--- config.mk ---
export PLATFORM = sky130hd
export DESIGN_NAME = sliding_window_median_with_seed
export DESIGN_NICKNAME = d
export VERILOG_FILES = /design/src/rtl/swm_pkg.sv /design/src/rtl/swm_ctrl.sv /design/src/rtl/swm_dpath.sv /design/src/rtl/sliding_window_median_with_seed.sv
export SDC_FILE = /design/constraint.sdc
export NUM_CORES = 1
export LEC_CHECK = 0
export ABC_AREA = 1
export BUFFER_PORTS_ARGS = -buffer_cell sky130_fd_sc_hd__buf_2
export CAP_MARGIN = 25
export CORE_MARGIN = 2
export CORE_UTILIZATION = 65
export DETAILED_ROUTE_END_ITERATION = 8
export PLACE_DENSITY = 0.9
export SYNTH_ARGS = -nofsm -noshare
export SYNTH_HDL_FRONTEND = slang
export SYNTH_HIERARCHICAL = 1
export SYNTH_SLANG_ARGS = --single-unit
--- constraint.sdc ---
create_clock -name clock -period 13.4 [get_ports clock]
set_input_delay 0 -clock clock [delete_from_list [all_inputs] [get_ports clock]]
set_output_delay 0 -clock clock [all_outputs]
set_load 0.05 [all_outputs]
--- src/rtl/swm_pkg.sv ---
// ----------------------------------------------------------------------------
// Sliding window median package
// Shared widths, state encoding and controller command group.
// ----------------------------------------------------------------------------
package swm_pkg;

   localparam int SAMPLE_WIDTH    = 16;
   localparam int SEED_WIDTH      = 32;
   localparam int BITS_LEFT_WIDTH = 6;
   localparam int REQ_TDATA_WIDTH = 16;
   // median (16) + seed_ready (1) + seed_word (32) = 49, padded to 56
   localparam int RSP_TDATA_WIDTH = 56;

   typedef enum logic [1:0] {
      ST_IDLE,
      ST_SCAN,
      ST_PUBLISH
   } swm_state_type;

   // Commands from the controller to the datapath
   typedef struct packed {
      logic load;     // take a new sample into the window and seed
      logic rotate;   // rank the head entry and rotate the window by one
      logic publish;  // copy the result into the output register
   } swm_cmd_type;

endpackage

--- src/rtl/swm_ctrl.sv ---
// ----------------------------------------------------------------------------
// Sliding window median controller
// Sequences accept, window scan and result publish; owns the handshakes.
// ----------------------------------------------------------------------------
module swm_ctrl #(
   parameter int WINDOW_SIZE = 8
) (
   input  logic                 clock,
   input  logic                 reset,
   input  logic                 req_tvalid,
   output logic                 req_tready,
   output logic                 rsp_tvalid,
   input  logic                 rsp_tready,
   output swm_pkg::swm_cmd_type cmd
);

   localparam int CNT_WIDTH = (WINDOW_SIZE > 1) ? $clog2(WINDOW_SIZE) : 1;
   localparam logic [CNT_WIDTH-1:0] LAST_POS = CNT_WIDTH'(WINDOW_SIZE - 1);

   swm_pkg::swm_state_type state_ff, state_in;
   logic [CNT_WIDTH-1:0]   cnt_ff, cnt_in;
   logic                   rsp_valid_ff, rsp_valid_in;

   // State, scan counter and output valid registers
   always_ff @(posedge clock) begin
      if (reset) begin
         state_ff     <= swm_pkg::ST_IDLE;
         cnt_ff       <= '0;
         rsp_valid_ff <= 1'b0;
      end else begin
         state_ff     <= state_in;
         cnt_ff       <= cnt_in;
         rsp_valid_ff <= rsp_valid_in;
      end
   end

   // Next state and commands
   always_comb begin
      state_in    = state_ff;
      cnt_in      = cnt_ff;
      cmd         = '0;
      req_tready  = 1'b0;
      case (state_ff)
         swm_pkg::ST_IDLE: begin
            req_tready = 1'b1;
            if (req_tvalid) begin
               cmd.load = 1'b1;
               cnt_in   = '0;
               state_in = swm_pkg::ST_SCAN;
            end
         end
         swm_pkg::ST_SCAN: begin
            cmd.rotate = 1'b1;
            if (cnt_ff == LAST_POS) begin
               cnt_in   = '0;
               state_in = swm_pkg::ST_PUBLISH;
            end else begin
               cnt_in = cnt_ff + 1'b1;
            end
         end
         swm_pkg::ST_PUBLISH: begin
            // hold until the output register is free or being emptied
            if (!rsp_valid_ff || rsp_tready) begin
               cmd.publish = 1'b1;
               state_in    = swm_pkg::ST_IDLE;
            end
         end
         default: begin
            state_in = swm_pkg::ST_IDLE;
         end
      endcase
      rsp_valid_in = cmd.publish | (rsp_valid_ff & ~rsp_tready);
   end

   assign rsp_tvalid = rsp_valid_ff;

endmodule

--- src/rtl/swm_dpath.sv ---
// ----------------------------------------------------------------------------
// Sliding window median datapath
// Window shift line, rank comparators, seed collector and output register.
// ----------------------------------------------------------------------------
module swm_dpath #(
   parameter int WINDOW_SIZE = 8
) (
   input  logic                                 clock,
   input  logic                                 reset,
   input  swm_pkg::swm_cmd_type                 cmd,
   input  logic [swm_pkg::SAMPLE_WIDTH-1:0]     sample,
   output logic [swm_pkg::SAMPLE_WIDTH-1:0]     median,
   output logic                                 seed_ready,
   output logic [swm_pkg::SEED_WIDTH-1:0]       seed_word
);

   localparam int RANK_WIDTH = $clog2(WINDOW_SIZE + 1);
   localparam logic [RANK_WIDTH-1:0] MID_RANK = RANK_WIDTH'(WINDOW_SIZE / 2);

   logic [swm_pkg::SAMPLE_WIDTH-1:0]    window_ff [WINDOW_SIZE];
   logic [swm_pkg::SAMPLE_WIDTH-1:0]    window_in [WINDOW_SIZE];
   logic                                awaiting_first_ff, awaiting_first_in;
   logic [swm_pkg::SEED_WIDTH-1:0]      seed_bits_ff, seed_bits_in;
   logic [swm_pkg::BITS_LEFT_WIDTH-1:0] bits_left_ff, bits_left_in;
   logic [swm_pkg::SAMPLE_WIDTH-1:0]    found_ff, found_in;
   logic [swm_pkg::SAMPLE_WIDTH-1:0]    median_ff, median_in;
   logic                                ready_ff, ready_in;
   logic [swm_pkg::SEED_WIDTH-1:0]      word_ff, word_in;

   logic [WINDOW_SIZE-1:0]              lt_vec, le_vec;
   logic [RANK_WIDTH-1:0]               lt_cnt, le_cnt;
   logic                                head_match;

   // Compare the head entry against every entry of the window
   always_comb begin
      for (int j = 0; j < WINDOW_SIZE; j++) begin
         lt_vec[j] = window_ff[j] <  window_ff[0];
         le_vec[j] = window_ff[j] <= window_ff[0];
      end
      lt_cnt     = RANK_WIDTH'($countones(lt_vec));
      le_cnt     = RANK_WIDTH'($countones(le_vec));
      // head value covers the middle rank
      head_match = (lt_cnt <= MID_RANK) && (le_cnt > MID_RANK);
   end

   // Window update: fill, shift in, or rotate during the scan
   always_comb begin
      for (int j = 0; j < WINDOW_SIZE; j++) begin
         window_in[j] = window_ff[j];
      end
      awaiting_first_in = awaiting_first_ff;
      if (cmd.load) begin
         awaiting_first_in = 1'b0;
         if (awaiting_first_ff) begin
            for (int j = 0; j < WINDOW_SIZE; j++) begin
               window_in[j] = sample;
            end
         end else begin
            window_in[0] = sample;
            for (int j = 1; j < WINDOW_SIZE; j++) begin
               window_in[j] = window_ff[j-1];
            end
         end
      end else if (cmd.rotate) begin
         window_in[WINDOW_SIZE-1] = window_ff[0];
         for (int j = 0; j < WINDOW_SIZE - 1; j++) begin
            window_in[j] = window_ff[j+1];
         end
      end
   end

   // Seed collector and result capture
   always_comb begin
      seed_bits_in = seed_bits_ff;
      bits_left_in = bits_left_ff;
      found_in     = found_ff;
      median_in    = median_ff;
      ready_in     = ready_ff;
      word_in      = word_ff;
      if (cmd.load && (bits_left_ff != '0)) begin
         seed_bits_in = {seed_bits_ff[swm_pkg::SEED_WIDTH-2:0], sample[0]};
         bits_left_in = bits_left_ff - 1'b1;
      end
      if (cmd.rotate && head_match) begin
         found_in = window_ff[0];
      end
      if (cmd.publish) begin
         median_in = found_ff;
         ready_in  = (bits_left_ff == '0);
         word_in   = seed_bits_ff;
      end
   end

   // Control state
   always_ff @(posedge clock) begin
      if (reset) begin
         awaiting_first_ff <= 1'b1;
         seed_bits_ff      <= '0;
         bits_left_ff      <= swm_pkg::BITS_LEFT_WIDTH'(swm_pkg::SEED_WIDTH);
      end else begin
         awaiting_first_ff <= awaiting_first_in;
         seed_bits_ff      <= seed_bits_in;
         bits_left_ff      <= bits_left_in;
      end
   end

   // Payload registers
   always_ff @(posedge clock) begin
      for (int j = 0; j < WINDOW_SIZE; j++) begin
         window_ff[j] <= window_in[j];
      end
      found_ff  <= found_in;
      median_ff <= median_in;
      ready_ff  <= ready_in;
      word_ff   <= word_in;
   end

   assign median     = median_ff;
   assign seed_ready = ready_ff;
   assign seed_word  = word_ff;

endmodule

--- src/rtl/sliding_window_median_with_seed.sv ---
// ----------------------------------------------------------------------------
// Sliding window median filter with seed collector
// Median of the last WINDOW_SIZE samples plus a 32-bit seed from sample LSBs.
// ----------------------------------------------------------------------------
// Usage:
//   req_* carries one 16-bit unsigned sample per item. rsp_* returns one item
//   per sample: the window element of rank WINDOW_SIZE/2, the seed ready flag
//   and the seed word. The first sample after reset fills the whole window.
//   The result reaches the output register through the accept state, the
//   scan state, in which the window rotates through every entry past two
//   banks of WINDOW_SIZE comparators and two ones counters, and the publish
//   state. A new item is accepted only once the previous one has been
//   published.
//   The output register holds a finished result while the receiver stalls;
//   the next item is still accepted and scanned, and waits in the publish
//   step until the register frees up, so each stall delays it further.
//   Synchronous reset arms the window to be filled by the next sample, clears
//   the seed and drops any pending result.
// ----------------------------------------------------------------------------
module sliding_window_median_with_seed #(
   parameter int WINDOW_SIZE = 8
) (
   input  logic                                 clock,
   input  logic                                 reset,
   input  logic                                 req_tvalid,
   output logic                                 req_tready,
   // [15:0] sample
   input  logic [swm_pkg::REQ_TDATA_WIDTH-1:0]  req_tdata,
   output logic                                 rsp_tvalid,
   input  logic                                 rsp_tready,
   // [15:0] median, [16] seed_ready, [48:17] seed_word, [55:49] zero
   output logic [swm_pkg::RSP_TDATA_WIDTH-1:0]  rsp_tdata
);

   swm_pkg::swm_cmd_type              cmd;
   logic [swm_pkg::SAMPLE_WIDTH-1:0]  median;
   logic                              seed_ready;
   logic [swm_pkg::SEED_WIDTH-1:0]    seed_word;

   swm_ctrl #(
      .WINDOW_SIZE(WINDOW_SIZE)
   ) u_ctrl (
      .clock      (clock),
      .reset      (reset),
      .req_tvalid (req_tvalid),
      .req_tready (req_tready),
      .rsp_tvalid (rsp_tvalid),
      .rsp_tready (rsp_tready),
      .cmd        (cmd)
   );

   swm_dpath #(
      .WINDOW_SIZE(WINDOW_SIZE)
   ) u_dpath (
      .clock      (clock),
      .reset      (reset),
      .cmd        (cmd),
      .sample     (req_tdata[swm_pkg::SAMPLE_WIDTH-1:0]),
      .median     (median),
      .seed_ready (seed_ready),
      .seed_word  (seed_word)
   );

   // Pack the result fields, lowest first
   assign rsp_tdata = {7'd0, seed_word, seed_ready, median};

endmodule

== Yosys cells after proc, flatten, opt, wreduce, memory -nomap -nowiden ==
Memory sizes are Yosys's and may differ from the RTL's.
Index checks and enable logic that the tools add are counted.
Widths: inputs -> output; s select.
Storage, ports and cells
  bits in registers: 110
  latch bits: 0
  bits in writable memories: 128
  memory bits (read-only): 0
  input bits: 20
  output and inout port bits: 58
  word-level logic and storage cells: 81
  memories: 1
Memory list
  u_dpath.window_ff: words 8, bits a word 16, rd ports 8, clocked after memory_dff 0, write ports 8, RTL line swm_dpath.sv:20  | logic [swm_pkg::SAMPLE_WIDTH-1:0] window_ff [WINDOW_SIZE];
Cells by class
  add/subtract/negate cells: 16
  multiply operators: 0
  divide/modulo/power cells: 0
  $lt $le $gt $ge: 18
  equality and inequality tests: 6
  shift operators: 0
  multiplexer cells: 16
  bitwise operators: 3
  reductions and logical operators: 11
Operators by type and width (count)
  $mux 128: 2
  $le 16x16->1: 8
  $lt 16x16->1: 8
  $mux 112: 1
  $add 4x4->4: 6
  $add 1x1->2: 8
  $logic_not 6->1: 1
  $mux 1: 6
  $mux 2: 3
  $mux 3: 2
  $pmux 2 s3: 1
  $pmux 3 s2: 1
  $reduce_bool 6->1: 1
  $sub 6x1->6 const B: 1
  $gt 4x3->1 const B: 1
  $le 4x3->1 const B: 1
  $ne 2x1->1 const B: 2
  $add 3x1->3 const B: 1
  $eq 3x3->1 const B: 1
  $logic_and 1x1->1: 3
  $reduce_and 3->1: 1
  $eq 2x1->1 const B: 1
  $eq 2x2->1 const B: 1
  $logic_not 2->1: 1
  8 further kinds: 8

== Depth between registers and ports, before layout ==
Gate-level depths: netlist of run 1.
An unclocked memory read counts as a cell.
  depth in word-level cells: 8
  mapped depth: 23
  mapped depth without buffers: 23

== Hierarchy ==
The synthesis of run 1 kept the hierarchy.
By module, submodules not included
  swm_dpath: instances 1, cells each 1222, area each 12030.3 um2, sequential area each 6576.3 um2
  swm_ctrl: instances 1, cells each 37, area each 275.3 um2, sequential area each 120.1 um2
  sliding_window_median_with_seed: instances 1, cells each 9, area each 63.8 um2, sequential area each 0.0 um2

== Least setup slack after synthesis of run 1 ==
OpenSTA, ideal clock, no wires.
  path kind: register -> register
  start: memory u_dpath/window_ff[0][15] in the netlist's numbering
  end: register u_dpath/found_ff[0] in the netlist's numbering, read port of u_dpath.window_ff, enable pin
  setup time: 0.409 ns
  arrival: 4.674 ns
  data required time: 12.991 ns
  slack: 8.317 ns
  cell stages (with the launch flop): 21
  buffers on the path: 0
  clock period less this slack: 5.083 ns
  cell sequence: edfxtp_1 > inv_1 > ha_1 > nand2_1 > nor2_1 > nand2_1 > inv_1 > nand2_1 > and2_1 > ha_1 > fa_1 > inv_1 > fa_1 > inv_1 > ha_1 > inv_1 > fa_1 > inv_1 > o21ai_0 > o21ai_0 > nor3_1
RTL lines
  start: declaration: RTL line swm_dpath.sv:20
  end: declaration: RTL line swm_dpath.sv:25  | logic [swm_pkg::SAMPLE_WIDTH-1:0] found_ff, found_in;

==> results of run 1 <==
per-stage QoR:
| step | utilization | instance area, µm² | total power (W) | setup slack (ns) |
|---|---|---|---|---|
| 3_3_place_gp | 0.6866 | 12840 | 0.001545 | 8.274 |
| 3_5_place_dp | 0.6866 | 12840 | 0.001584 | 8.113 |
| 6_report | 0.7417 | 13870 | 0.002281 | 8.029 |
| 4_1_cts | 0.7402 | 13850 | 0.002270 | 8.094 |
| 5_1_grt | 0.7417 | 13870 | 0.002396 | 7.794 |
| 2_1_floorplan | - | 12390 | 0.001414 | 8.317 |
state kept, by name (all words and copies together) (netlist names):
register,cells
u_dpath/seed_word,32
u_ctrl/state_ff,2
u_ctrl/cnt_ff,3
u_ctrl/rsp_tvalid,1
u_dpath/seed_bits_ff,32
u_dpath/awaiting_first_ff,1
u_dpath/seed_ready,1
u_dpath/found_ff,16
u_dpath/median,16
u_dpath/window_ff,128
u_dpath/bits_left_ff,6
where the power goes:
part	switching [W]	internal, W	total (W)	leakage (nW)
Combinational	0.000370	0.000220	0.000589	3.23
Clock	0.000285	0.000394	0.000679	0.413
Sequential	0.0000762	0.000936	0.00101	2.21
Total	0.000730	0.00155	0.00228	5.85
cell families (layout without fill, tap and decap cells):
family	count (synthesis)	after routing	synth area share
and+or+nand+nor	508	508	0.1601
buffers and inverters	131	223	0.04602
adders and majority gates	130	130	0.1351
other	1	7	0.0003032
DFF	238	238	0.5414
xor gates and xnor gates	5	5	0.003541
AOI/OAI and AO/OA	255	255	0.1135
repair_timing:
action,in CTS,in global routing
setup buffers,0,0
hold buffers,19,0
endpoints found under the hold margin,89,0
layer usage:
layer | GRT usage | up-vias
li1 | - | 4497
met1 | 0.3707 | 4559
met2 | 0.4905 | 423
met3 | 0.03735 | 68
met4 | 0.08737 | 0
met5 | 0 | -
critical path, delay by kind of cell, from the launching register on:
kind | cells | cell delay, ns
compound gates | 5 | 0.74
fa+ha+maj | 6 | 2.17
buf+inv | 6 | 0.81
flops | 1 | 0.40
simple gates | 2 | 0.96
worst paths after layout:
| kind | start | endpoint | slack (ns) | depth (start not counted) |
|---|---|---|---|---|
| min | req_tdata[2] | u_dpath/window_ff[0][2]$_DFFE_PP_ | 0.32 | 4 |
| max reg2reg | u_dpath/window_ff[0][15]$_DFFE_PP_ | u_dpath/found_ff[2]$_DFFE_PP_ | 8.03 | 19 |
| min reg2reg | u_dpath/found_ff[11]$_DFFE_PP_ | u_dpath/median[11]$_DFFE_PP_ | 0.42 | 0 |
| max | u_dpath/window_ff[0][15]$_DFFE_PP_ | u_dpath/found_ff[2]$_DFFE_PP_ | 8.03 | 19 |
synth_stat cells (all sizes together):
library cell / number / area (µm²)
a22oi: 21 / 157.7
buf: 39 / 224.0
and2: 2 / 12.51
ha: 124 / 1551
fa: 6 / 120.1
o21a: 5 / 37.54
dfxtp: 45 / 900.9
or2: 1 / 6.260
edfxtp: 193 / 5796
inv: 81 / 304.0
o21bai: 5 / 37.54
clkinv: 1 / 3.750
clkbuf: 10 / 37.54
o21ai: 50 / 254.0
nor3: 1 / 5.000
conb: 1 / 3.750
nand4: 9 / 62.56
xnor2: 2 / 17.52
nand2: 287 / 1085
xor2: 3 / 26.28
a21oi: 171 / 893.4
nor2: 193 / 734.5
nand3: 15 / 75.07
o22a: 1 / 8.760
a21o: 2 / 15.01
cell type report:
| class | instances | area, µm² |
|---|---|---|
| timing repair buffer | 97 | 620.6 |
| fill | 1194 | 4832 |
| multi-input combinational | 905 | 5141 |
| clock inverter | 11 | 63.81 |
| clock buffer | 33 | 749.5 |
| inverter | 82 | 309.0 |
| sequential | 238 | 6696 |
| tap | 234 | 292.8 |
==> flow_summary.json, run 1 <==
{
  "status": "completed",
  "final_common_cell": "nand2_1",
  "start_util": 0.6613,
  "wl_met1_um": 11680,
  "ant_nets": 0,
  "clk_path_buf_depth": 3,
  "synth_cells": 1268,
  "ctsHtreeMaxLevel": 1,
  "highest_layer": "met4",
  "post-route-period-util": 0.4008,
  "grt_usage": 0.2818,
  "drt_pass1_iterations": 5,
  "cts_sinks": 238,
  "drt_iter0_markers": 869,
  "tns_ns": 0,
  "fmax_ghz": 0.1862,
  "rsz0062_at_grt": "false",
  "route.met2.wl_um": 13910,
  "overflow": 0,
  "place_inst": 1536,
  "path_clk_slew_ns": 0.07,
  "worst_path_largest_cell_delay_ns": 0.77,
  "die_w_um": 142.0,
  "cts_root_buffer": "clkbuf_16",
  "wirelength_um": 28280,
  "syn2layout_area_growth_pct": 12.16,
  "wl_met3_um": 1893,
  "ys_warn_count": 6,
  "design.core.area_um2": 18710,
  "ys_ff_latch": 238,
  "cts_buffers": 24,
  "cp_common_cell": "inv_1",
  "wire_per_inst_um": 17.67,
  "final_cell_mix": "286 x nand2_1, 193 x edfxtp_1, 190 x nor2_1, 161 x a21oi_1, 124 x ha_1",
  "fin_skew_ns": 0.01367,
  "dieArea_um2": 20150,
  "worstSetupStartpointType": "flop",
  "fin_nets": 1498,
  "critical_path_class": "reg2reg",
  "slew_viol_final": 0,
  "worstSetupEndpointType": "flop",
  "slowest_stage": "nor3_2",
  "diodes": 0,
  "cp_data_required_time_ns": 13.61,
  "portBuffers": 70,
  "drive_above_1_share": 0.1047,
  "vias": 9547,
  "cp_cell_sequence": "inv_1, ha_1, a21oi_1, o21ai_0, a21oi_1, and2_1, ha_1, fa_1, inv_1, fa_1, inv_1, ha_1, inv_1, fa_1, inv_1, o21ai_0, o21ai_0, nor3_2, buf_4",
  "p_per_area_nw_per_um2": 164.4,
  "gp_congestion": 0.9142,
  "antenna_found_initial": 0,
  "final_hold_viol_count": 0,
  "die_height_um": 142.0,
  "timing.hold.ws_ns": 0.3200,
  "io_pins": 78,
  "synth.distinct_cells": 35,
  "hpwlAfterDp_um": 18420,
  "insertion_delay_ns": 0.52,
  "arrival_ns": 5.58,
  "viasPerCell": 5.967,
  "grt_pass1_wl_um": 45370,
  "p_leak_nw": 5.852,
  "path_max_fanout": 9,
  "syn_area_per_cell_um2": 9.755,
  "tightest_slew_ns": 0.9523,
  "peakVddDrop_uv": 80.64,
  "timing.slew.headroom": 0.3651,
  "rows": 50,
  "cts-resized-gates": 0,
  "syn-cell-area_um2": 12370,
  "setup_violations": 0,
  "period_minus_slack_ns": 5.371,
  "yosysSeqAreaShare": 0.5414,
  "cap_violations": 0,
  "holdCritPathClass": "in2reg",
  "grt_pass1_vias": 9162,
  "tritoncts": "done",
  "layoutNonFillerInstCount": 1600,
  "grt_max_degree": 114,
  "post-route-drc-count": 0
}
(Power assumes the default switching activity.)
==> run 2, diff against run 1 <==
CORE_UTILIZATION = 61   (was 65)
PLACE_DENSITY = 0.85   (was 0.9)
clock period = 5.6 ns   (was 13.4 ns; I/O delays follow)
==> flow_summary.json, run 2 (same netlist as run 1, synthesis figures left out) <==
{
  "post-route-period-util": 0.8541,
  "worst_slack_ns": 0.8168,
  "worstSetupEndpointType": "flop",
  "final_common_cell": "nand2_1",
  "peakVddDrop_uv": 172.2,
  "die_w_um": 146.4,
  "ctsHtreeMaxLevel": 1,
  "die_height_um": 146.4,
  "wirelength_um": 28580,
  "wire_per_inst_um": 17.43,
  "worst_path_largest_cell_delay_ns": 0.55,
  "portBuffers": 70,
  "p_leak_nw": 5.873,
  "crit_buf_inv": 6,
  "cts_sinks": 238,
  "timing.slew.headroom": 0.3774,
  "dieArea_um2": 21430,
  "drt_pass1_iterations": 5,
  "hpwlAfterDp_um": 18900,
  "grt_pass1_wl_um": 45920,
  "antenna_found_initial": 0,
  "final_cell_mix": "286 x nand2_1, 193 x edfxtp_1, 190 x nor2_1, 161 x a21oi_1, 124 x ha_1",
  "tightest_slew_ns": 0.9340,
  "clk_path_buf_depth": 3,
  "rows": 52,
  "worstSetupStartpointType": "flop",
  "path_clk_slew_ns": 0.06,
  "grt_pass1_vias": 9223,
  "cp_data_required_time_ns": 5.80,
  "post-route-drc-count": 0,
  "slowest_stage": "fa_1",
  "fmax_ghz": 0.2091,
  "vias": 9560,
  "critical_path_class": "reg2reg",
  "status": "completed",
  "rsz0062_at_grt": "false",
  "overflow": 0,
  "holdCritPathClass": "in2reg",
  "insertion_delay_ns": 0.52,
  "postCtsHoldBufs": 21,
  "path_delay_family": "adder cells",
  "largest-register": "u_dpath/window_ff",
  "final_hold_viol_count": 0,
  "arrival_ns": 4.98,
  "largest_register_ffs": 128,
  "post-route-util": 0.6961,
  "slew_viol_final": 0,
  "dp_slack_ns": 0.9110,
  "gp_congestion": 0.9250,
  "viasPerCell": 5.829,
  "setup_violations": 0,
  "grt_usage": 0.2650,
  "syn2layout_area_growth_pct": 12.77,
  "period_minus_slack_ns": 4.783,
  "start_util": 0.6173,
  "design.core.area_um2": 20040,
  "fill_cells": 1423,
  "drt_iter0_markers": 1023,
  "fin_nets": 1502,
  "design_area_um2": 13950,
  "post_cts_buffers": 0,
  "diodes": 0,
  "fin_skew_ns": 0.02020,
  "place_area_um2": 12900,
  "p_per_area_nw_per_um2": 395.4,
  "cts_root_buffer": "clkbuf_16",
  "ant_nets": 0,
  "path_max_fanout": 11,
  "grt_max_degree": 68,
  "cp_cell_sequence": "inv_1, ha_1, a21oi_1, nor2_1, nor2_1, nand2_1, nand2_1, and2_1, ha_1, fa_1, inv_1, fa_1, inv_1, ha_1, inv_1, fa_1, inv_1, o21ai_0, o21ai_0, nor3_2, buf_4",
  "tritoncts": "done",
  "tns_ns": 0,
  "drive_above_1_share": 0.1051,
  "cts-resized-gates": 0,
  "cp_common_cell": "inv_1",
  "cap_violations": 0,
  "io_pins": 78,
  "cts_buffers": 25
}
run 2: final timing paths:
kind | start | endpoint | slack (ns) | depth (start not counted)
setup / recovery | u_dpath/window_ff[0][5]$_DFFE_PP_ | u_dpath/found_ff[10]$_DFFE_PP_ | 0.82 | 21
setup reg to reg | u_dpath/window_ff[0][5]$_DFFE_PP_ | u_dpath/found_ff[10]$_DFFE_PP_ | 0.82 | 21
hold / removal | req_tdata[2] | u_dpath/window_ff[0][2]$_DFFE_PP_ | 0.32 | 4
hold reg to reg | u_dpath/found_ff[14]$_DFFE_PP_ | u_dpath/median[14]$_DFFE_PP_ | 0.42 | 0
run 2: cell type report:
| type | count | area, µm² | share of cell area |
|---|---|---|---|
| well taps | 270 | 337.8 | 0.02422 |
| flip-flops and latches | 238 | 6696 | 0.4801 |
| clock inverters | 10 | 78.83 | 0.005651 |
| repair buffers | 100 | 628.1 | 0.04503 |
| clock buffers | 35 | 757.0 | 0.05427 |
| multi-input cells | 905 | 5141 | 0.3686 |
| inverters | 82 | 309.0 | 0.02216 |
run 2: worst reg2reg max path, delay by kind of cell (launching register included):
kind	cells	cell delay [ns]
adders and majority gates	6	2.17
buffers and inverters	6	0.73
and+or+nand+nor	6	0.70
AOI/OAI and AO/OA	3	0.43
DFF	1	0.42
run 2: layer usage:
| layer | routed length [µm] | part of all wire | global-route usage |
|---|---|---|---|
| met1 | 11670 | 0.41 | 0.3535 |
| met2 | 13980 | 0.49 | 0.4479 |
| met3 | 1985 | 0.069 | 0.03625 |
| met4 | 948 | 0.033 | 0.09660 |
| met5 | 0 | 0 | 0 |
run 2: power by group:
part / internal (W) / switching, W / total (W)
Clock: 0.000991 / 0.000673 / 0.00166
Sequential: 0.00224 / 0.000183 / 0.00242
Combinational: 0.000531 / 0.000898 / 0.00143
run 2: per-stage QoR:
step,hold slack [ns],instances,power (W)
2_1_floorplan,0.06907,1274,0.003383
3_3_place_gp,0.2962,1574,0.003707
3_5_place_dp,0.2906,1574,0.003817
4_1_cts,0.2938,1640,0.005503
5_1_grt,0.3460,1640,0.005794
6_report,0.3210,1640,0.005515
